[config.mk]
export PLATFORM = sky130hd
export DESIGN_NAME = dual_trigger_delay_pulse
export DESIGN_NICKNAME = d
export VERILOG_FILES = /design/src/rtl/core/dtdp_pkg.sv /design/src/rtl/core/dtdp_scale.sv /design/src/rtl/core/dtdp_chan.sv /design/src/rtl/core/dual_trigger_delay_pulse.sv
export SDC_FILE = /design/constraint.sdc
export NUM_CORES = 2
export LEC_CHECK = 0
export BUFFER_PORTS_ARGS = -buffer_cell sky130_fd_sc_hd__buf_2
export CORE_ASPECT_RATIO = 0.9
export CORE_UTILIZATION = 35
export DETAILED_ROUTE_END_ITERATION = 12
export GPL_TIMING_DRIVEN = 0
export MAX_ROUTING_LAYER = met4
export PLACE_DENSITY = 0.62
export SYNTH_ARGS = -nofsm -noshare
export SYNTH_HDL_FRONTEND = slang
export SYNTH_HIERARCHICAL = 1
export SYNTH_SLANG_ARGS = --single-unit
[constraint.sdc]
create_clock -name i_clk -period 27.9 [get_ports i_clk]
set_input_delay 1.395 -clock i_clk [delete_from_list [all_inputs] [get_ports i_clk]]
set_output_delay 1.395 -clock i_clk [all_outputs]
set_load 0.01 [all_outputs]
[src/rtl/core/dtdp_pkg.sv]
// Package for the dual trigger-delay pulse block.
// Holds widths, constants, register indexes and the transaction payload types.
// No dependencies.
package dtdp_pkg;

    localparam int TICK_BITS     = 19;
    localparam int VOLT_BITS     = 16;
    localparam int CV_BITS       = 14;
    localparam int FULL_SCALE    = 8192;
    localparam int MIN_LEN_CV    = 8;
    localparam int CFG_IDX_BITS  = 3;
    localparam int CFG_DATA_BITS = (TICK_BITS > VOLT_BITS) ? TICK_BITS : VOLT_BITS;

    localparam int LENGTH_RESET    = 4800;
    localparam int THRESH_LO_RESET = 0;
    localparam int THRESH_HI_RESET = 819;

    typedef logic        [TICK_BITS-1:0] t_ticks;
    typedef logic signed [VOLT_BITS-1:0] t_volt;

    typedef enum logic [CFG_IDX_BITS-1:0] {
        CFG_DELAY_A,
        CFG_DELAY_B,
        CFG_LENGTH_A,
        CFG_LENGTH_B,
        CFG_THRESH_LO,
        CFG_THRESH_HI
    } t_cfg_idx;

    typedef struct packed {
        t_volt gate_a_level;
        logic  gate_a_connected;
        t_volt gate_b_level;
        logic  gate_b_connected;
        t_volt delay_a_cv;
        logic  delay_a_cv_connected;
        t_volt delay_b_cv;
        logic  delay_b_cv_connected;
        t_volt length_a_cv;
        logic  length_a_cv_connected;
        t_volt length_b_cv;
        logic  length_b_cv_connected;
    } t_in_item;

    typedef struct packed {
        logic pulse_a_out;
        logic pulse_b_out;
    } t_out_item;

    // per-channel work after scaling
    typedef struct packed {
        t_volt  gate_level;
        logic   gate_connected;
        t_ticks delay_ticks;
        t_ticks length_ticks;
    } t_chan_in;

endpackage

[src/rtl/core/dtdp_scale.sv]
// CV scaling of a tick count: ceil(base * clamp(cv) / full scale), or base when the CV is not connected.
// Depends on dtdp_pkg.
module dtdp_scale import dtdp_pkg::*; #(
    parameter int MIN_CV = 0
) (
    input  t_ticks i_base,
    input  t_volt  i_cv,
    input  logic   i_cv_connected,
    output t_ticks o_scaled
);

    localparam t_volt CV_LO = t_volt'(MIN_CV);
    localparam t_volt CV_HI = t_volt'(FULL_SCALE);
    localparam int    PROD_BITS = TICK_BITS + CV_BITS;

    logic [CV_BITS-1:0]   w_cv;
    logic [PROD_BITS-1:0] w_prod;

    always_comb begin
        priority if (i_cv < CV_LO) begin
            w_cv = CV_BITS'(MIN_CV);
        end else if (i_cv > CV_HI) begin
            w_cv = CV_BITS'(FULL_SCALE);
        end else begin
            w_cv = i_cv[CV_BITS-1:0];
        end
    end

    assign w_prod   = PROD_BITS'(i_base) * PROD_BITS'(w_cv) + PROD_BITS'(FULL_SCALE - 1);
    assign o_scaled = i_cv_connected ? w_prod[CV_BITS-1 +: TICK_BITS] : i_base;

endmodule

[src/rtl/core/dtdp_chan.sv]
// One channel: Schmitt trigger, delay counter and pulse counter.
// Depends on dtdp_pkg.
module dtdp_chan import dtdp_pkg::*; (
    input  logic     i_clk,
    input  logic     i_rst_n,
    input  logic     i_step,
    input  t_chan_in i_work,
    input  t_volt    i_thresh_lo,
    input  t_volt    i_thresh_hi,
    output logic     o_pulse
);

    logic   r_sch, n_sch;
    logic   r_armed, n_armed;
    t_ticks r_drem, n_drem;
    t_ticks r_prem, n_prem;

    always_comb begin
        n_sch   = r_sch;
        n_armed = r_armed;
        n_drem  = r_drem;
        n_prem  = r_prem;
        if (i_work.gate_connected) begin
            if (!r_sch) begin
                if (i_work.gate_level >= i_thresh_hi) begin
                    n_sch   = 1'b1;
                    n_drem  = i_work.delay_ticks;
                    n_armed = 1'b1;
                end
            end else if (i_work.gate_level <= i_thresh_lo) begin
                n_sch = 1'b0;
            end
        end
        if (n_armed) begin
            if (n_drem != '0) begin
                n_drem = n_drem - 1'b1;
            end
            if (n_drem == '0) begin
                n_armed = 1'b0;
                n_prem  = i_work.length_ticks;
            end
        end
        if (n_prem != '0) begin
            n_prem = n_prem - 1'b1;
        end
        o_pulse = (n_prem != '0);
    end

    always_ff @(posedge i_clk) begin
        if (!i_rst_n) begin
            r_sch   <= 1'b0;
            r_armed <= 1'b0;
            r_drem  <= '0;
            r_prem  <= '0;
        end else if (i_step) begin
            r_sch   <= n_sch;
            r_armed <= n_armed;
            r_drem  <= n_drem;
            r_prem  <= n_prem;
        end
    end

    a_armed_count: assert property (@(posedge i_clk) disable iff (!i_rst_n)
        r_armed |-> (r_drem != '0))
        else $error("armed with zero delay count");

    a_hold: assert property (@(posedge i_clk) disable iff (!i_rst_n)
        !i_step |=> ($stable(r_sch) && $stable(r_armed) && $stable(r_drem) && $stable(r_prem)))
        else $error("channel state moved without a step");

    a_pulse_count: assert property (@(posedge i_clk) disable iff (!i_rst_n)
        (i_step && !r_armed && (!i_work.gate_connected || r_sch) && r_prem != '0)
        |=> (r_prem + 1'b1 == $past(r_prem)))
        else $error("pulse count did not step down");

endmodule

[src/rtl/core/dual_trigger_delay_pulse.sv]
// Top level of the dual trigger-delay pulse block.
// Depends on dtdp_pkg, dtdp_scale and dtdp_chan.
//
// Usage: one input transaction per sample tick on i_in_valid/o_in_ready with
// payload i_in_data; one result transaction per input on o_out_valid/
// i_out_ready with payload o_out_data (two pulse levels).
// Configuration: write i_cfg_data to register i_cfg_idx while i_cfg_we is high,
// only while the block is idle. Unknown indexes are ignored.
// An accepted transaction passes the input register, then the result
// register. One transaction per cycle while the receiver is ready; CV
// scaling and the counter update run in one pass between the two registers.
// Reset (synchronous, active low) empties both registers, clears all channel
// state and loads the register defaults.
// Receiver stall: the result register holds; the input register takes one
// more transaction, then o_in_ready drops.
module dual_trigger_delay_pulse import dtdp_pkg::*; (
    input  logic                     i_clk,
    input  logic                     i_rst_n,
    input  logic                     i_in_valid,
    output logic                     o_in_ready,
    input  t_in_item                 i_in_data,
    output logic                     o_out_valid,
    input  logic                     i_out_ready,
    output t_out_item                o_out_data,
    input  logic                     i_cfg_we,
    input  logic [CFG_IDX_BITS-1:0]  i_cfg_idx,
    input  logic [CFG_DATA_BITS-1:0] i_cfg_data
);

    t_ticks r_delay_a, r_delay_b, r_length_a, r_length_b;
    t_volt  r_thresh_lo, r_thresh_hi;

    logic      r_s1_valid, r_out_valid;
    t_in_item  r_s1_data;
    t_out_item r_out;

    logic     w_adv, w_s1_free, w_out_free;
    t_ticks   w_dly_a, w_dly_b, w_len_a, w_len_b;
    t_chan_in w_work_a, w_work_b;
    logic     w_pulse_a, w_pulse_b;

    always_ff @(posedge i_clk) begin
        if (!i_rst_n) begin
            r_delay_a   <= '0;
            r_delay_b   <= '0;
            r_length_a  <= t_ticks'(LENGTH_RESET);
            r_length_b  <= t_ticks'(LENGTH_RESET);
            r_thresh_lo <= t_volt'(THRESH_LO_RESET);
            r_thresh_hi <= t_volt'(THRESH_HI_RESET);
        end else if (i_cfg_we) begin
            unique case (t_cfg_idx'(i_cfg_idx))
                CFG_DELAY_A:   r_delay_a   <= i_cfg_data[TICK_BITS-1:0];
                CFG_DELAY_B:   r_delay_b   <= i_cfg_data[TICK_BITS-1:0];
                CFG_LENGTH_A:  r_length_a  <= i_cfg_data[TICK_BITS-1:0];
                CFG_LENGTH_B:  r_length_b  <= i_cfg_data[TICK_BITS-1:0];
                CFG_THRESH_LO: r_thresh_lo <= i_cfg_data[VOLT_BITS-1:0];
                CFG_THRESH_HI: r_thresh_hi <= i_cfg_data[VOLT_BITS-1:0];
                default: begin
                end
            endcase
        end
    end

    assign w_out_free = !r_out_valid || i_out_ready;
    assign w_adv      = r_s1_valid && w_out_free;
    assign w_s1_free  = !r_s1_valid || w_adv;
    assign o_in_ready = w_s1_free;

    dtdp_scale #(.MIN_CV(0)) u_scale_dly_a (
        .i_base(r_delay_a), .i_cv(r_s1_data.delay_a_cv),
        .i_cv_connected(r_s1_data.delay_a_cv_connected), .o_scaled(w_dly_a)
    );
    dtdp_scale #(.MIN_CV(0)) u_scale_dly_b (
        .i_base(r_delay_b), .i_cv(r_s1_data.delay_b_cv),
        .i_cv_connected(r_s1_data.delay_b_cv_connected), .o_scaled(w_dly_b)
    );
    dtdp_scale #(.MIN_CV(MIN_LEN_CV)) u_scale_len_a (
        .i_base(r_length_a), .i_cv(r_s1_data.length_a_cv),
        .i_cv_connected(r_s1_data.length_a_cv_connected), .o_scaled(w_len_a)
    );
    dtdp_scale #(.MIN_CV(MIN_LEN_CV)) u_scale_len_b (
        .i_base(r_length_b), .i_cv(r_s1_data.length_b_cv),
        .i_cv_connected(r_s1_data.length_b_cv_connected), .o_scaled(w_len_b)
    );

    assign w_work_a = '{gate_level: r_s1_data.gate_a_level,
                        gate_connected: r_s1_data.gate_a_connected,
                        delay_ticks: w_dly_a, length_ticks: w_len_a};
    assign w_work_b = '{gate_level: r_s1_data.gate_b_level,
                        gate_connected: r_s1_data.gate_b_connected,
                        delay_ticks: w_dly_b, length_ticks: w_len_b};

    always_ff @(posedge i_clk) begin
        if (!i_rst_n) begin
            r_s1_valid  <= 1'b0;
            r_out_valid <= 1'b0;
        end else begin
            if (w_s1_free) begin
                r_s1_valid <= i_in_valid;
            end
            if (w_out_free) begin
                r_out_valid <= r_s1_valid;
            end
        end
    end

    always_ff @(posedge i_clk) begin
        if (i_in_valid && w_s1_free) begin
            r_s1_data <= i_in_data;
        end
        if (w_adv) begin
            r_out.pulse_a_out <= w_pulse_a;
            r_out.pulse_b_out <= w_pulse_b;
        end
    end

    dtdp_chan u_chan_a (
        .i_clk(i_clk), .i_rst_n(i_rst_n), .i_step(w_adv), .i_work(w_work_a),
        .i_thresh_lo(r_thresh_lo), .i_thresh_hi(r_thresh_hi), .o_pulse(w_pulse_a)
    );
    dtdp_chan u_chan_b (
        .i_clk(i_clk), .i_rst_n(i_rst_n), .i_step(w_adv), .i_work(w_work_b),
        .i_thresh_lo(r_thresh_lo), .i_thresh_hi(r_thresh_hi), .o_pulse(w_pulse_b)
    );

    assign o_out_valid = r_out_valid;
    assign o_out_data  = r_out;

    a_in_taken: assert property (@(posedge i_clk) disable iff (!i_rst_n)
        (i_in_valid && o_in_ready) |=> r_s1_valid)
        else $error("accepted transaction not held in input register");

    a_result_loaded: assert property (@(posedge i_clk) disable iff (!i_rst_n)
        w_adv |=> o_out_valid)
        else $error("channel step without a result");

    a_s1_hold: assert property (@(posedge i_clk) disable iff (!i_rst_n)
        (r_s1_valid && !w_adv) |=> (r_s1_valid && $stable(r_s1_data)))
        else $error("stalled input register lost its transaction");

endmodule
* Yosys cells after proc, flatten, opt, wreduce, memory -nomap -nowiden *
Cells that the tools add are included.

cells by class
  $add $sub $neg = 8
  $mul = 4
  div/mod/pow operators = 0
  order comparisons = 12
  equal/unequal tests = 5
  shift-type cells = 0
  mux-type cells = 46
  bitwise gates (word level) = 0
  reductions and logical operators = 23

operators with widths
  operator                  count
  $mux W19                  22
  $add A32 B13 Y32 const B  4
  $mul A19 B14 Y32          4
  $reduce_bool A19 Y1       6
  $mux W14                  8
  $sub A19 B1 Y19 const B   4
  $gt A16 B15 Y1 const B    4
  $logic_not A19 Y1         2
  $ge A16 B16 Y1            2
  $le A16 B16 Y1            2
  $lt A16 B1 Y1 const B     2
  $lt A16 B5 Y1 const B     2
  $mux W1                   16
  $reduce_and A2 Y1         8
  $eq A3 B2 Y1 const B      2
  $eq A3 B3 Y1 const B      2
  $eq A3 B1 Y1 const B      1
  $logic_not A3 Y1          1
  $logic_and A1 B1 Y1       2
  $logic_not A1 Y1          2
  $logic_or A1 B1 Y1        2

word-level totals
  register bits = 294
  latch bits = 0
  bits in writable memories = 0
  memory bits (read-only) = 0
  input bits = 129
  output and inout port bits = 4
  word-level logic and storage cells = 128
  memories kept = 0

* Depth between registers and ports, before layout *
  depth after elaboration = 18
  depth in mapped cells = 50

* Modules after synthesis *
The synthesis kept the hierarchy.

by module, submodules not included
  module                      times used  cells an instance  area each (sq um)
  dtdp_chan                   2           676                4944.7
  dtdp_scale (u_scale_len_a)  1           1057               9193.8
  dtdp_scale (u_scale_dly_a)  1           1069               9103.7
  dtdp_scale (u_scale_dly_b)  1           1063               9078.7
  dtdp_scale (u_scale_len_b)  1           1011               8859.7
  dual_trigger_delay_pulse    1           501                7243.2

* Worst setup path after synthesis *
Ideal clock, no wire load.

  path type = flip-flop to flip-flop
  start = reg r_s1_data[60] (netlist bit)
  end = reg r_out, in the netlist o_out_data[1], data pin
  setup time = 271 ps
  arrival time = 11429 ps
  required time = 27629 ps
  setup slack = 16200 ps
  cell stages (with the launch flop) = 43
  path through = edfxtp_1 nor4_1 nand4_1 a21oi_1 clkbuf_1 and2_1 clkbuf_1 nand2_1 fa_1 inv_1 fa_1 fa_1 fa_1 fa_1 inv_1 fa_1 inv_1 ha_1 [... 7 more ...] nor4_1 and4b_1 nor2b_1 nor2_1 mux2i_1 o21ai_0 a2111o_1 nor4_4 buf_4 mux2i_1 ha_1 nor2b_1 and3_1 nand3b_1 mux2_2 or3_1 a211oi_1 nand4_1

on the way
  longest elaborated chain between the ends = 18
  elaborated cells on any way between the ends = 21

ends and longest elaborated chain
  what                                                           line                              source
  start: declaration                                             dual_trigger_delay_pulse.sv:34    t_in_item r_s1_data;
  start signal: assignment                                       dual_trigger_delay_pulse.sv:109   r_s1_data <= i_in_data;
  $gt A16 B15 Y1                                                 dtdp_scale.sv:22                  end else if (i_cv > CV_HI) begin
  $mux W14                                                       dtdp_scale.sv:22
  $mux W14 (*)                                                   dtdp_scale.sv:20                  priority if (i_cv < CV_LO) begin
  $mul A19 B14 Y32 (*)                                           dtdp_scale.sv:29                  assign w_prod = PROD_BITS'(i_base) * PROD_BITS'(w_cv) + PROD_BITS'(FULL_SCALE - 1);
  $add A32 B13 Y32 (*)                                           dtdp_scale.sv:29
  $mux W19 (*)                                                   dtdp_scale.sv:30                  assign o_scaled = i_cv_connected ? w_prod[CV_BITS-1 +: TICK_BITS] : i_base;
  net w_dly_a[12]                                                dual_trigger_delay_pulse.sv:38    t_ticks w_dly_a, w_dly_b, w_len_a, w_len_b;
  $mux W19 (*)                                                   dtdp_chan.sv:25                   if (i_work.gate_level >= i_thresh_hi) begin
  [... 4 more ...]                                               -
  $mux W19 (*)                                                   dtdp_chan.sv:34                   if (n_armed) begin
  $logic_not A19 Y1 (*)                                          dtdp_chan.sv:38                   if (n_drem == '0) begin
  $mux W19 (*)                                                   dtdp_chan.sv:38
  $mux W19 (*)                                                   dtdp_chan.sv:34
  $sub A19 B1 Y19 / $reduce_bool A19 Y1 (equally long branches)  dtdp_chan.sv:44, dtdp_chan.sv:43
  $mux W19 (*)                                                   dtdp_chan.sv:43                   if (n_prem != '0) begin
  $reduce_bool A19 Y1 (*)                                        dtdp_chan.sv:46                   o_pulse = (n_prem != '0);
  net w_pulse_a                                                  dual_trigger_delay_pulse.sv:40    logic w_pulse_a, w_pulse_b;
  end: declaration                                               dual_trigger_delay_pulse.sv:35    t_out_item r_out;

The timed path passes the listed nets; every way through them passes the cells marked *. The select of a mux whose other input is x is not followed.
A chain may end at the register's enable or synchronous reset.

* Final worst setup path *
  start = reg r_s1_data[45] (netlist bit)
  end = reg r_out, in the netlist o_out_data[0], data pin

on the way
  longest elaborated chain between the ends = 18
  elaborated cells on any way between the ends = 21

ends and longest elaborated chain
  what                                                           line
  $gt A16 B15 Y1                                                 dtdp_scale.sv:22
  $mux W14                                                       dtdp_scale.sv:22
  $mux W14 (*)                                                   dtdp_scale.sv:20
  $mul A19 B14 Y32 (*)                                           dtdp_scale.sv:29
  $add A32 B13 Y32 (*)                                           dtdp_scale.sv:29
  $mux W19 (*)                                                   dtdp_scale.sv:30
  net w_dly_b[14]                                                dual_trigger_delay_pulse.sv:38
  $mux W19 (*)                                                   dtdp_chan.sv:25
  [... 4 more ...]                                               -
  $mux W19 (*)                                                   dtdp_chan.sv:34
  $logic_not A19 Y1 (*)                                          dtdp_chan.sv:38
  $mux W19 (*)                                                   dtdp_chan.sv:38
  $mux W19 (*)                                                   dtdp_chan.sv:34
  $sub A19 B1 Y19 / $reduce_bool A19 Y1 (equally long branches)  dtdp_chan.sv:44, dtdp_chan.sv:43
  $mux W19 (*)                                                   dtdp_chan.sv:43
  $reduce_bool A19 Y1 (*)                                        dtdp_chan.sv:46
  net w_pulse_b                                                  dual_trigger_delay_pulse.sv:40

Marks and branches as above.

==> out/results.ini <==
[timing]
skew_ps=33.9
max_freq_mhz=64.5
finalHoldViolCount=0
setup_tns_ps=0
max-slew-margin-rel=0.304
worst_pin_slew_ps=1040
min_period_ps=15510
grt_setup_unrepaired=false
finalMaxSlewViolations=0
finalSetupViolations=0
fin_crit_sh=0.556

[critical_path]
crit_required_ps=28230
cp_top_family=simple AND/OR/NAND/NOR gates
rr_endpoint=o_out_data[0]
crit_type=reg2reg
cp_num_buf_inv=7
endpoint_kind=register
critPathLaunchType=register
ff2ff_path_depth=46
r2r_start=r_s1_data[45]
rrSetupSlack_ps=12390
cpMostUsedCell=fa_1
slowest_stage=nor4_4
slowest_delay_ps=830
cp_max_fo=10
critPathArrivalTime_ps=15840

[synthesis]
yosys_warnings=6
avgSynthCellArea_um2=8.82
synth_area_um2=53400
synthArstFlopShare=0
synth-main-ff-cell=dfxtp_1
yosys-top-cells-area=fa_1, ha_1, inv_1
seq_area_frac_synth=0.130
synth_seq_cells=294
syn_inst=6053
synth-edff-count=104
synth_nets=7448
synth.distinct_cells=111
synth_top_area_frac=0.318
yosys.area.top_type=fa_1

[hold_path]
hp-start=r_thresh_lo[10]
whs_path_depth=2
hold_path_class=reg2reg
holdPathEnd=r_thresh_lo[10]

[grt]
grtUsageTotal=0.238
grt_max_degree=32
antenna_found_initial=15
grt_pass1_vias=45324
grt-ovfl-total=0
grt_pass1_wl_um=273000

[layout]
fin_cells=8268
layout.nets=7631
syn2layout_area_growth_pct=9.02
fillers=15375
seq_area_um2=6930
drive_above_1_share=0.0692
multi_input_area_um2=41100

[route]
drc=0
detail_route.wirelength_um=176000
drtIter0Drc=3794
vias=44483
drt_first_pass_iters=6
post_drt_via_cell_ratio=5.38
wl_per_cell_um=21.3
antenna_left=0

[power]
p_per_area_nw_per_um2=41.7
p_clk_frac=0.249
swShare=0.452
p_seq_frac=0.224
ir_worst_vdd_v=0.0000542
netSwitchingPower_mw=1.10
p_int_mw=1.33
leakagePower_nw=29.4
combinationalPowerShare=0.527

[floorplan]
start_util=0.354
coreArea_um2=151000
num_rows=135
die_h_um=372
pin_count=133
dieArea_um2=154000
die_w_um=414

[cts]
hold_buffers=0
clockRootBuffer=clkbuf_16
clock_latency_ps=670
clkTransAtPathRegs_ps=60
cts_buffers=44
cts_tree=done
clockBufferDepth=3
post_cts_buffers=0
cts_resized=0
clock-sinks=294
htree_levels=2

[run_status]
status=finished clean

[place]
place.gp.congestion=0.967
dpl.cell_count=8176
port_buffers=132
hpwl_um=142000

[flow_run]
drv_cap=0

-- cells in the mapped netlist, types with 9 or more instances --
cell and count:
inv_1 1066, fa_1 848, nand2_1 837, and3_1 466, ha_1 418, clkbuf_1 222
nor2_1 192, mux2i_1 191, dfxtp_1 190, a21oi_1 177, and2_1 142, edfxtp_1 104
o21ai_0 103, nor3_1 92, xnor2_1 89, nand3_1 70, mux2_2 68, nor2b_1 63
xor2_1 63, nand4_1 59, buf_2 41, o21a_1 41, nor4_1 40, or3_1 39
a21o_1 38, a31oi_1 31, a211oi_1 22, clkbuf_2 20, o211ai_1 20, o31ai_1 17
buf_6 14, o21bai_1 13, or4_1 13, a21boi_0 10, nand2b_1 9, nand3b_1 9
nand4b_1 9
-- placed cells by master (no fill, tap or decap), types with 70 or more instances in the layout --
master,synthesis,routed
and3_1,466,466
a21oi_1,177,176
dfxtp_1,190,190
nand3_1,70,70
nor2_1,192,192
nand2_1,837,837
xnor2_1,89,89
ha_1,418,418
o21ai_0,103,103
fa_1,848,848
mux2i_1,191,191
edfxtp_1,104,104
nor3_1,92,92
inv_1,1066,1066
and2_1,142,142
clkbuf_1,222,231
buf_2,41,174
-- worst register-to-register path, delay by kind of cell (launching register included) --
kind                       cells  cell delay [ps]
and+or+nand+nor               17             4850
adders and majority gates      8             3630
AOI/OAI and AO/OA              9             2960
buffers and inverters          7             1740
muxes                          3              990
DFF                            1              610
xor gates and xnor gates       2              380
-- power by group through the flow --
stage | combinational (mW) | sequential (mW) | clock [mW]
after floorplan | 0.933 | 0.527 | 0
after global placement | 1.23 | 0.554 | 0
after detailed placement | 1.24 | 0.551 | 0
after CTS | 1.25 | 0.542 | 0.626
after global routing | 1.40 | 0.549 | 0.640
final | 1.28 | 0.544 | 0.605
-- flip-flops by register name, summed over array words and instances, names as in the netlist --
register / cells
r_length_b: 19
u_chan_b/r_prem: 19
u_chan_a/r_sch: 1
o_out_valid: 1
r_delay_b: 19
u_chan_a/r_prem: 19
r_s1_data: 102
o_out_data: 2
u_chan_a/r_armed: 1
r_length_a: 19
r_thresh_hi: 16
u_chan_b/r_armed: 1
r_delay_a: 19
u_chan_b/r_drem: 19
u_chan_b/r_sch: 1
r_thresh_lo: 16
u_chan_a/r_drem: 19
r_s1_valid: 1
-- worst max path at each step --
stage / slack (ps) / endpoint / start / depth (start not counted)
floorplan: 16200 / o_out_data[1] / r_s1_data[60] / 42
global placement: 12780 / o_out_data[0] / r_s1_data[45] / 46
CTS: 12860 / o_out_data[0] / r_s1_data[45] / 46
global route: 11900 / o_out_data[1] / r_s1_data[60] / 45
detailed placement: 12990 / o_out_data[0] / r_s1_data[45] / 46
finish: 12390 / o_out_data[0] / r_s1_data[45] / 46
-- metrics by stage --
| stage | hold WS [ps] | instance area [um2] | util | power, mW | setup slack (ps) |
|---|---|---|---|---|---|
| floorplan | 448 | 53400 | - | 1.46 | 16200 |
| global placement | 463 | 56500 | 0.375 | 1.79 | 12780 |
| detailed placement | 470 | 56600 | 0.375 | 1.80 | 12990 |
| CTS | 478 | 58200 | 0.386 | 2.42 | 12860 |
| global route | 501 | 58200 | 0.386 | 2.59 | 11900 |
| finish | 480 | 58200 | 0.386 | 2.43 | 12390 |
-- layer usage --
| metal | up-vias | GRT usage | share of wire |
|---|---|---|---|
| li1 | 19992 | - | - |
| met1 | 22404 | 0.328 | 0.45 |
| met2 | 1821 | 0.357 | 0.45 |
| met3 | 266 | 0.0357 | 0.076 |
| met4 | 0 | 0.0732 | 0.030 |
| met5 | - | - | 0 |
-- kinds of logic (layout without fill, tap and decap cells) --
logic type,Yosys count,in the layout,share of synthesized area
compound gates,584,584,0.0729
xor+xnor,152,152,0.0249
fa+ha+maj,1266,1266,0.416
buf+inv,1376,1595,0.101
flops,294,294,0.130
mux,264,264,0.0517
other cells,0,10,0
simple gates,2117,2117,0.204
-- area by class of cell --
type / count / share of cell area
Timing Repair Buffer: 137 / 0.0129
Multi-Input combinational cell: 4383 / 0.706
Clock buffer: 57 / 0.0208
Sequential cell: 294 / 0.119
Clock inverter: 25 / 0.00551
Antenna cell: 10 / 0.000430
Inverter: 1070 / 0.0690
Tap cell: 1986 / 0.0427
Buffer: 306 / 0.0235
No activity file was read; power rests on OpenSTA's default activity.
